### src/rtl/gbns_pkg.sv
// Package for the Go-Back-N send window: field widths, codes, payload structs.
// Used by the channel interfaces, the top level and its checker.
`timescale 1ns / 1ps
`default_nettype none

package gbns_pkg;

   localparam int SEQ_W = 16;
   localparam int LEN_W = 11;
   localparam int OP_W = 2;
   localparam int KIND_W = 3;

   localparam int WINDOW_DEF = 16;
   localparam int SEGMENT_BYTES_DEF = 1024;

   // Largest usable sequence number plus one; also the rejected ack value.
   localparam logic [SEQ_W-1:0] SEQ_LIMIT = 16'hFFFF;
   localparam int LEN_MAX = 2047;

   typedef enum logic [OP_W-1:0] {
      OP_OFFER  = 2'd0,
      OP_ACK    = 2'd1,
      OP_EXPIRE = 2'd2
   } op_type;

   typedef enum logic [KIND_W-1:0] {
      KIND_SEND     = 3'd0,
      KIND_RETX     = 3'd1,
      KIND_REFUSED  = 3'd2,
      KIND_ADVANCED = 3'd3,
      KIND_NONE     = 3'd4
   } kind_type;

   typedef enum logic [1:0] {
      ST_IDLE,
      ST_PLAN,
      ST_FETCH,
      ST_EMIT
   } state_type;

   typedef struct packed {
      logic [OP_W-1:0]  op;
      logic [LEN_W-1:0] seg_len;
      logic [SEQ_W-1:0] ack_num;
      logic             ack_flag_data;
      logic             checksum_ok;
   } req_payload_type;

   typedef struct packed {
      logic [KIND_W-1:0] kind;
      logic [SEQ_W-1:0]  seq;
      logic [LEN_W-1:0]  length;
      logic              last;
   } rsp_payload_type;

endpackage

`default_nettype wire

### src/rtl/gbns_if.sv
// Valid/ready channel interfaces for the request and response sides.
// Depends on gbns_pkg for the payload structs.
`timescale 1ns / 1ps
`default_nettype none

interface gbns_req_if;
   logic                      valid;
   logic                      ready;
   gbns_pkg::req_payload_type payload;

   modport source (output valid, output payload, input ready);
   modport sink (input valid, input payload, output ready);
endinterface

interface gbns_rsp_if;
   logic                      valid;
   logic                      ready;
   gbns_pkg::rsp_payload_type payload;

   modport source (output valid, output payload, input ready);
   modport sink (input valid, input payload, output ready);
endinterface

`default_nettype wire

### src/rtl/go_back_n_send_window.sv
// Sender window of a batched Go-Back-N scheme with a ring of segment lengths.
// Depends on gbns_pkg and the channel interfaces in gbns_if.sv.
//
// Usage: requests arrive on req_chan (offer segment, acknowledgement, wait
// expiry); results leave on rsp_chan through a single output register. A beat
// is taken when valid and ready are both high on a rising clock edge.
// An offer or an acknowledgement leaves the block in ST_IDLE; the send or refuse
// result is valid in the cycle after acceptance. An acknowledgement gives no
// result. A wait expiry that advances the window answers in the cycle after acceptance.
// A wait expiry that goes back passes through planning in ST_PLAN and a length
// ring read in ST_FETCH before ST_EMIT registers its first retransmit beat;
// after that the length ring delivers one retransmit per cycle as long as
// rsp_chan.ready stays high. The single-port read of the length ring sets
// that rate. One that finds nothing outstanding answers from ST_PLAN once
// the output register is free.
// Reset is synchronous and clears the window registers and the output valid;
// the length ring is not cleared, there is no clearing pass. When the
// receiver holds rsp_chan.ready low, the pending beat is held and req_chan is
// not ready until that beat has been taken or is being taken.
`timescale 1ns / 1ps
`default_nettype none

module go_back_n_send_window #(
   parameter int WINDOW = gbns_pkg::WINDOW_DEF,
   parameter int SEGMENT_BYTES = gbns_pkg::SEGMENT_BYTES_DEF
) (
   input  wire            clock,
   input  wire            reset,
   gbns_req_if.sink       req_chan,
   gbns_rsp_if.source     rsp_chan
);

   localparam int SEQ_W = gbns_pkg::SEQ_W;
   localparam int LEN_W = gbns_pkg::LEN_W;
   localparam int IW = (WINDOW > 1) ? $clog2(WINDOW) : 1;
   localparam int CW = $clog2(WINDOW + 1);
   localparam int SW = CW + 1;
   localparam int LEN_CAP_I = (SEGMENT_BYTES > gbns_pkg::LEN_MAX) ?
                              gbns_pkg::LEN_MAX : SEGMENT_BYTES;
   localparam logic [LEN_W-1:0] LEN_CAP = LEN_W'(LEN_CAP_I);
   localparam logic [IW-1:0] IDX_LAST = IW'(WINDOW - 1);

   gbns_pkg::state_type state_ff, state_in;
   logic [SEQ_W-1:0] base_ff, base_in;
   logic [SEQ_W-1:0] next_ff, next_in;
   logic [SEQ_W-1:0] high_ff, high_in;
   logic             any_ack_ff, any_ack_in;
   logic             all_acked_ff, all_acked_in;
   logic [SEQ_W-1:0] exp_ack_ff, exp_ack_in;
   logic [IW-1:0]    next_idx_ff, next_idx_in;
   logic [SEQ_W-1:0] walk_seq_ff, walk_seq_in;
   logic [IW-1:0]    walk_idx_ff, walk_idx_in;
   logic [CW-1:0]    remain_ff, remain_in;
   logic             rsp_valid_ff, rsp_valid_in;
   gbns_pkg::rsp_payload_type rsp_data_ff, rsp_data_in;

   logic [LEN_W-1:0] ring_mem [WINDOW];
   logic [LEN_W-1:0] ram_q_ff;
   logic             wr_en;
   logic [LEN_W-1:0] wr_len;
   logic [IW-1:0]    rd_addr;

   logic             out_free;
   logic             req_take;
   logic [SEQ_W:0]   limit;
   logic [SEQ_W:0]   limit_m1;
   logic [SEQ_W-1:0] exp_sat;
   logic [SEQ_W-1:0] adv_sat;
   logic             fits;
   logic             ack_good;
   logic [SEQ_W-1:0] diff;
   logic [CW-1:0]    cnt;
   logic [SW-1:0]    nidx_ext;
   logic [SW-1:0]    start_idx;
   logic [IW-1:0]    idx_nxt;

   gbns_pkg::req_payload_type req;

   assign req = req_chan.payload;
   assign out_free = !rsp_valid_ff || rsp_chan.ready;
   assign req_chan.ready = (state_ff == gbns_pkg::ST_IDLE) && out_free;
   assign req_take = req_chan.valid && req_chan.ready;
   assign rsp_chan.valid = rsp_valid_ff;
   assign rsp_chan.payload = rsp_data_ff;

   // Window arithmetic, saturated to the top of the sequence space.
   assign limit = {1'b0, base_ff} + (SEQ_W + 1)'(WINDOW);
   assign limit_m1 = limit - 1'b1;
   assign exp_sat = limit_m1[SEQ_W] ? gbns_pkg::SEQ_LIMIT : limit_m1[SEQ_W-1:0];
   assign adv_sat = limit[SEQ_W] ? gbns_pkg::SEQ_LIMIT : limit[SEQ_W-1:0];
   assign fits = (next_ff != gbns_pkg::SEQ_LIMIT) && ({1'b0, next_ff} < limit);
   assign wr_len = (req.seg_len > LEN_CAP) ? LEN_CAP : req.seg_len;
   assign ack_good = req.checksum_ok && req.ack_flag_data &&
                     (req.ack_num != gbns_pkg::SEQ_LIMIT);

   // Only the newest WINDOW outstanding segments are still in the ring.
   assign diff = next_ff - base_ff;
   assign cnt = (diff > SEQ_W'(WINDOW)) ? CW'(WINDOW) : diff[CW-1:0];
   assign nidx_ext = SW'(next_idx_ff);
   assign start_idx = (nidx_ext >= SW'(cnt)) ? (nidx_ext - SW'(cnt)) :
                      (nidx_ext + SW'(WINDOW) - SW'(cnt));
   assign idx_nxt = (walk_idx_ff == IDX_LAST) ? '0 : walk_idx_ff + 1'b1;

   always_comb begin
      state_in = state_ff;
      base_in = base_ff;
      next_in = next_ff;
      high_in = high_ff;
      any_ack_in = any_ack_ff;
      all_acked_in = all_acked_ff;
      exp_ack_in = exp_ack_ff;
      next_idx_in = next_idx_ff;
      walk_seq_in = walk_seq_ff;
      walk_idx_in = walk_idx_ff;
      remain_in = remain_ff;
      rsp_valid_in = rsp_valid_ff && !rsp_chan.ready;
      rsp_data_in = rsp_data_ff;
      wr_en = 1'b0;
      rd_addr = walk_idx_ff;

      case (state_ff)
         gbns_pkg::ST_IDLE: begin
            if (req_take) begin
               case (req.op)
                  gbns_pkg::OP_OFFER: begin
                     rsp_valid_in = 1'b1;
                     rsp_data_in.seq = next_ff;
                     rsp_data_in.last = 1'b1;
                     if (fits) begin
                        wr_en = 1'b1;
                        all_acked_in = 1'b0;
                        exp_ack_in = exp_sat;
                        next_in = next_ff + 1'b1;
                        next_idx_in = (next_idx_ff == IDX_LAST) ? '0 : next_idx_ff + 1'b1;
                        rsp_data_in.kind = gbns_pkg::KIND_SEND;
                        rsp_data_in.length = wr_len;
                     end else begin
                        rsp_data_in.kind = gbns_pkg::KIND_REFUSED;
                        rsp_data_in.length = '0;
                     end
                  end
                  gbns_pkg::OP_ACK: begin
                     if (ack_good) begin
                        if (!any_ack_ff || (req.ack_num > high_ff)) begin
                           high_in = req.ack_num;
                           any_ack_in = 1'b1;
                        end
                        if (req.ack_num == exp_ack_ff) begin
                           all_acked_in = 1'b1;
                        end
                     end
                  end
                  gbns_pkg::OP_EXPIRE: begin
                     if (all_acked_ff) begin
                        base_in = adv_sat;
                        rsp_valid_in = 1'b1;
                        rsp_data_in.kind = gbns_pkg::KIND_ADVANCED;
                        rsp_data_in.seq = adv_sat;
                        rsp_data_in.length = '0;
                        rsp_data_in.last = 1'b1;
                     end else begin
                        base_in = any_ack_ff ? (high_ff + 1'b1) : '0;
                        state_in = gbns_pkg::ST_PLAN;
                     end
                  end
                  default: begin
                  end
               endcase
            end
         end
         gbns_pkg::ST_PLAN: begin
            if (base_ff >= next_ff) begin
               if (out_free) begin
                  rsp_valid_in = 1'b1;
                  rsp_data_in.kind = gbns_pkg::KIND_NONE;
                  rsp_data_in.seq = base_ff;
                  rsp_data_in.length = '0;
                  rsp_data_in.last = 1'b1;
                  state_in = gbns_pkg::ST_IDLE;
               end
            end else begin
               walk_seq_in = next_ff - SEQ_W'(cnt);
               walk_idx_in = start_idx[IW-1:0];
               remain_in = cnt;
               state_in = gbns_pkg::ST_FETCH;
            end
         end
         gbns_pkg::ST_FETCH: begin
            state_in = gbns_pkg::ST_EMIT;
         end
         gbns_pkg::ST_EMIT: begin
            if (out_free) begin
               rsp_valid_in = 1'b1;
               rsp_data_in.kind = gbns_pkg::KIND_RETX;
               rsp_data_in.seq = walk_seq_ff;
               rsp_data_in.length = ram_q_ff;
               rsp_data_in.last = (remain_ff == CW'(1));
               if (remain_ff == CW'(1)) begin
                  state_in = gbns_pkg::ST_IDLE;
               end else begin
                  // Read ahead so the next length is ready in the next cycle.
                  walk_seq_in = walk_seq_ff + 1'b1;
                  walk_idx_in = idx_nxt;
                  remain_in = remain_ff - 1'b1;
                  rd_addr = idx_nxt;
               end
            end
         end
         default: begin
            state_in = gbns_pkg::ST_IDLE;
         end
      endcase
   end

   always_ff @(posedge clock) begin
      if (reset) begin
         state_ff <= gbns_pkg::ST_IDLE;
         base_ff <= '0;
         next_ff <= '0;
         high_ff <= '0;
         any_ack_ff <= 1'b0;
         all_acked_ff <= 1'b0;
         exp_ack_ff <= '0;
         next_idx_ff <= '0;
         rsp_valid_ff <= 1'b0;
      end else begin
         state_ff <= state_in;
         base_ff <= base_in;
         next_ff <= next_in;
         high_ff <= high_in;
         any_ack_ff <= any_ack_in;
         all_acked_ff <= all_acked_in;
         exp_ack_ff <= exp_ack_in;
         next_idx_ff <= next_idx_in;
         rsp_valid_ff <= rsp_valid_in;
      end
   end

   always_ff @(posedge clock) begin
      walk_seq_ff <= walk_seq_in;
      walk_idx_ff <= walk_idx_in;
      remain_ff <= remain_in;
      rsp_data_ff <= rsp_data_in;
   end

   // Length ring: one write port for sends, one registered read port for the walk.
   always_ff @(posedge clock) begin
      if (wr_en) begin
         ring_mem[next_idx_ff] <= wr_len;
      end
      ram_q_ff <= ring_mem[rd_addr];
   end

endmodule

`default_nettype wire

### src/flat_wrapper.sv
// flat-port wrapper written by rule: the top's interface ports become plain ports
module go_back_n_send_window_flat 
#(
   parameter int WINDOW = gbns_pkg::WINDOW_DEF,
   parameter int SEGMENT_BYTES = gbns_pkg::SEGMENT_BYTES_DEF
)
  (clock, reset, req_chan_valid, req_chan_payload, req_chan_ready, rsp_chan_valid, rsp_chan_payload, rsp_chan_ready);
  gbns_req_if req_chan_i ();
  gbns_rsp_if rsp_chan_i ();
  input  wire clock;
  input  wire reset;
  input wire logic [$bits(req_chan_i.valid)-1:0] req_chan_valid;
  input wire logic [$bits(req_chan_i.payload)-1:0] req_chan_payload;
  output wire logic [$bits(req_chan_i.ready)-1:0] req_chan_ready;
  output wire logic [$bits(rsp_chan_i.valid)-1:0] rsp_chan_valid;
  output wire logic [$bits(rsp_chan_i.payload)-1:0] rsp_chan_payload;
  input wire logic [$bits(rsp_chan_i.ready)-1:0] rsp_chan_ready;
  assign req_chan_i.valid = req_chan_valid;
  assign req_chan_i.payload = req_chan_payload;
  assign req_chan_ready = req_chan_i.ready;
  assign rsp_chan_valid = rsp_chan_i.valid;
  assign rsp_chan_payload = rsp_chan_i.payload;
  assign rsp_chan_i.ready = rsp_chan_ready;
  go_back_n_send_window #(.WINDOW(WINDOW), .SEGMENT_BYTES(SEGMENT_BYTES)) u_core (.clock(clock), .reset(reset), .req_chan(req_chan_i), .rsp_chan(rsp_chan_i));
endmodule
### config.mk
export PLATFORM = sky130hd
export DESIGN_NAME = go_back_n_send_window_flat
export DESIGN_NICKNAME = d
export VERILOG_FILES = /design/src/rtl/gbns_pkg.sv /design/src/rtl/gbns_if.sv /design/src/rtl/go_back_n_send_window.sv /design/src/flat_wrapper.sv
export SDC_FILE = /design/constraint.sdc
export NUM_CORES = 1
export LEC_CHECK = 0
export BUFFER_PORTS_ARGS = -buffer_cell sky130_fd_sc_hd__clkbuf_2
export CORE_MARGIN = 3
export CORE_UTILIZATION = 26
export DETAILED_ROUTE_END_ITERATION = 8
export GPL_TIMING_DRIVEN = 0
export RECOVER_POWER = 100
export SLEW_MARGIN = 20
export SYNTH_ARGS = -nofsm -noshare
export SYNTH_HDL_FRONTEND = slang
export SYNTH_SLANG_ARGS = --single-unit
### constraint.sdc
create_clock -name clock -period 6.1 [get_ports clock]
set_input_delay 0.61 -clock clock [delete_from_list [all_inputs] [get_ports clock]]
set_output_delay 0.61 -clock clock [all_outputs]
set_load 0.005 [all_outputs]
==> flow_summary_export.csv <==
group,metric,value,unit
cells_and_area,stdcell_count,2438,
synth,yosys-top-cells-count,"edfxtp_1, nand2_1, nor2_1, dfxtp_1, a21oi_1",
synth,yosys.area.top_type,"edfxtp_1",
clocking,cts_hold_buf,0,
power_and_ir_drop,clkPwrFrac,42.4,%
power_and_ir_drop,p_int,3.75,mW
timing,fin_crit,5.73,ns
setup_path,path_class,"flop to flop",
global_routing,grtUsageTotal,14.3,%
setup_path,reg2reg_from,"u_core.base_ff[4]$_SDFFE_PP0P_",
synth,syn_area_per_cell,11.3,um^2
power_and_ir_drop,powerDensity,263,mW/mm^2
synth,yosysMostFrequentCell,"edfxtp_1",
floorplan,dieArea,0.0666,mm^2
synth,synth_seq_cells,316,
setup_path,crit_path_max_fanout,8,
synth,yosysTopAreaCellShare,42.2,%
synth,synth_cell_type_count,68,
timing,rsz0062_at_grt,"false",
route,routedWlPerCell,20.0,um
route,firstDrtPassIters,5,
synth,yosysWarnings,0,
power_and_ir_drop,p_sw_share,25.1,%
synth,syn_nets,1566,
placed_design,gp_congestion,0.927,
placed_design,dp_cells,2370,
timing,holdWs,0.381,ns
cells_and_area,fin_nets,1673,
worst_hold_path,hold_end,"u_core.high_ff[7]$_SDFFE_PP0P_",
setup_path,reg2reg_depth,20,
placed_design,portBuffers,66,
clocking,cts.path.max_buffers,3,
synth,synthTopCellsByArea,"edfxtp_1, dfxtp_1, mux4_2, ha_1, nand2_1",
floorplan,initial_core_util,26.5,%
placed_design,dp_hpwl,35500,um
global_routing,grt_pass1_vias,12100,
clocking,clk_latency,0.55,ns
cells_and_area,syn_to_final_growth,15.3,%
power_and_ir_drop,power_switching,1.26,mW
power_and_ir_drop,seq_power_share,47.9,%
timing,setup_violations,0,
timing,drv_slew,14,
global_routing,overflow,0,
synth,syn_area,0.0165,mm^2
setup_path,start_kind,"flop",
power_and_ir_drop,p_leak,6.58,nW
route,routed_via_density,5.09,
synth,ys_seq_area_share,52.4,%
synth,synth_edf_count,232,
power_and_ir_drop,ir_drop,0.155,mV
route,vias,12400,
clocking,cts_tree,"yes",
floorplan,die_y,258,um
global_routing,grt_max_degree,22,
clocking,cts_made_buffers,35,
status,status,"finished, violations left",
clocking,h-tree-depth,2,
setup_path,crit_chain,"clkbuf_2 > inv_1 > ha_1 > buf_2 > a21o_1 > a31oi_2 > a211o_1 > a31oi_1 > or4_4 > a2111oi_4 > nand4_1 > or2_0 > fa_1 > a21o_1 > a21oi_1 > nand2b_1 > nand2_1 > nor4_1 > xnor2_1 > o21ai_0",
synth,syn_inst,1464,
global_routing,grt_pass1_wl,73500,um
route,drt_iter0_drc,1157,
power_and_ir_drop,power,5.01,mW
floorplan,ios,68,
cells_and_area,final_core_util,30.6,%
synth,ys.flop_type,"edfxtp_1",
setup_path,critPathRequiredTime,6.36,ns
timing,slew_headroom,-5.75,%
setup_path,cpPeakStageDelay,0.53,ns
clocking,clkSinkCount,316,
flow_run,drv_cap,1,
worst_hold_path,min-delay-start,"req_chan_payload[9]",
timing,skew,0.0300,ns
timing,tns,0,ns
timing,hold_viol_final,0,
route,antenna_left,0,
floorplan,rows,91,
floorplan,core,0.0623,mm^2
floorplan,die_x,258,um
cells_and_area,final_layout_size_suffix_gt1_share,10.3,%
setup_path,r2r_setup_slack,0.37,ns
power_and_ir_drop,combPwrFrac,9.7,%
setup_path,crit_arrival,5.98,ns
timing,tightest_slew,1.58,ns
clocking,path_clk_slew,0.06,ns
status,violations,"capacitance limit, slew limit",
setup_path,r2r_end,"u_core.walk_seq_ff[10]$_DFFE_PP_",
synth,ys_async_sr_fraction,0,%
worst_hold_path,hold_path_depth,3,
route,wirelength,48800,um
worst_hold_path,min-delay-path-class,"input port to flop",
setup_path,cpMostUsedCell,"a21o_1",
clocking,root_buffer,"clkbuf_16",
setup_path,end_kind,"flop",
timing,period_share,93.9,%
global_routing,antenna_found_initial,5,
setup_path,crit_slowest_cell,"fa_1",
cells_and_area,n_fill_cell,6350,
route,drc,0,
timing,max_freq,0.175,GHz
-- routing by layer --
layer	wire [um]	track usage, %	vias to the layer above
met5	9	0	-
met4	1360	4.09	2
met3	4080	3.24	90
met2	22200	22.6	489
met1	21200	19.6	6128
li1	-	-	5691
-- sequential cells by signal, summed over array words and instances (netlist names), 5 cells and up, named ones only --
name,count
u_core.ring_mem,176
u_core.rsp_chan.payload,31
u_core.base_ff,16
u_core.exp_ack_ff,16
u_core.high_ff,16
u_core.next_ff,16
u_core.walk_seq_ff,16
u_core.ram_q_ff,11
u_core.remain_ff,5
-- worst max-delay path, delay by kind of cell (launching register included) --
family	cells	cell delay (ns)
AOI/OAI and AO/OA	8	1.65
and+or+nand+nor	6	1.86
adders and majority gates	2	0.81
DFF	1	0.39
buffers and inverters	3	0.59
xor gates and xnor gates	1	0.17
-- worst max-delay path by stage --
stage	from	to	slack, ns	depth (start not counted)
2_1_floorplan	u_core.base_ff[4]$_SDFFE_PP0P_	u_core.walk_seq_ff[10]$_DFFE_PP_	1.14	20
3_3_place_gp	u_core.base_ff[4]$_SDFFE_PP0P_	u_core.walk_seq_ff[10]$_DFFE_PP_	0.19	20
3_5_place_dp	u_core.base_ff[4]$_SDFFE_PP0P_	u_core.walk_seq_ff[13]$_DFFE_PP_	0.11	17
4_1_cts	u_core.base_ff[4]$_SDFFE_PP0P_	u_core.walk_seq_ff[13]$_DFFE_PP_	0.10	17
5_1_grt	u_core.next_ff[0]$_SDFFE_PP0P_	u_core.walk_seq_ff[10]$_DFFE_PP_	0.04	19
6_report	u_core.base_ff[4]$_SDFFE_PP0P_	u_core.walk_seq_ff[10]$_DFFE_PP_	0.37	20
-- area by class of cell --
| cell class | count | area (um^2) | share of cell area [%] |
|---|---|---|---|
| Multi-Input combinational cell | 1013 | 7340 | 38.6 |
| Clock buffer | 46 | 967 | 5.08 |
| Tap cell | 837 | 1050 | 5.50 |
| Timing Repair Buffer | 70 | 319 | 1.68 |
| Buffer | 77 | 313 | 1.64 |
| Sequential cell | 316 | 8650 | 45.4 |
| Clock inverter | 18 | 180 | 0.946 |
| Inverter | 58 | 218 | 1.14 |
| Antenna cell | 3 | 7.51 | 0.0394 |
-- per-stage QoR --
step                setup slack [ns]  cell area [um^2]
global placement               0.193             17900
CTS                            0.104             19100
detailed placement             0.106             18000
floorplan                       1.14             16500
global route                  0.0375             19000
finish                         0.372             19000
-- layout by cell type (no fill, tap or decap), types with 5 or more instances in the layout --
| cell type | synthesis | routed |
|---|---|---|
| a211oi_1 | 44 | 44 |
| a21o_1 | 19 | 19 |
| a21oi_1 | 70 | 70 |
| a22o_1 | 10 | 10 |
| a22oi_1 | 8 | 8 |
| a311oi_1 | 5 | 5 |
| a31oi_1 | 21 | 21 |
| and2_1 | 18 | 17 |
| and3_1 | 28 | 28 |
| buf_2 | 6 | 5 |
| clkbuf_1 | 61 | 99 |
| clkbuf_16 | 0 | 35 |
| clkbuf_2 | 1 | 44 |
| clkbuf_8 | 0 | 5 |
| clkinv_2 | 0 | 9 |
| dfxtp_1 | 84 | 84 |
| edfxtp_1 | 232 | 232 |
| ha_1 | 64 | 64 |
| inv_1 | 58 | 58 |
| mux2i_1 | 21 | 21 |
| mux4_2 | 44 | 44 |
| nand2_1 | 145 | 145 |
| nand2b_1 | 41 | 41 |
| nand3_1 | 35 | 35 |
| nand4_1 | 25 | 25 |
| nor2_1 | 93 | 93 |
| nor2b_1 | 25 | 25 |
| nor3_1 | 24 | 23 |
| nor4_1 | 19 | 19 |
| o211ai_1 | 8 | 8 |
| o21a_1 | 9 | 9 |
| o21ai_0 | 52 | 52 |
| o31ai_1 | 13 | 13 |
| or3_1 | 7 | 7 |
| or4_1 | 12 | 12 |
| xnor2_1 | 61 | 61 |
| xor2_1 | 41 | 41 |
-- power by group through the flow --
| stage | sequential (mW) | combinational (mW) | clock, mW |
|---|---|---|---|
| 2_1_floorplan | 2.44 | 0.302 | 0 |
| 3_3_place_gp | 2.45 | 0.470 | 0 |
| 3_5_place_dp | 2.45 | 0.486 | 0 |
| 4_1_cts | 2.40 | 0.490 | 2.15 |
| 5_1_grt | 2.41 | 0.530 | 2.25 |
| 6_report | 2.40 | 0.485 | 2.12 |
-- logic make-up after synthesis --
logic type                 count (synthesis)  synth area share [%]
DFF                                      316                  52.4
and+or+nand+nor                          487                  14.7
buffers and inverters                    135                  3.21
adders and majority gates                 67                  5.21
xor gates and xnor gates                 102                  5.41
AOI/OAI and AO/OA                        290                  11.7
muxes                                     67                  7.42
-- timing repair --
action / in CTS / in global routing
setup endpoints to repair: 0 / 9
setup buffers: 0 / 1
gates resized for setup: 0 / 2
(Power assumes the default switching activity.)
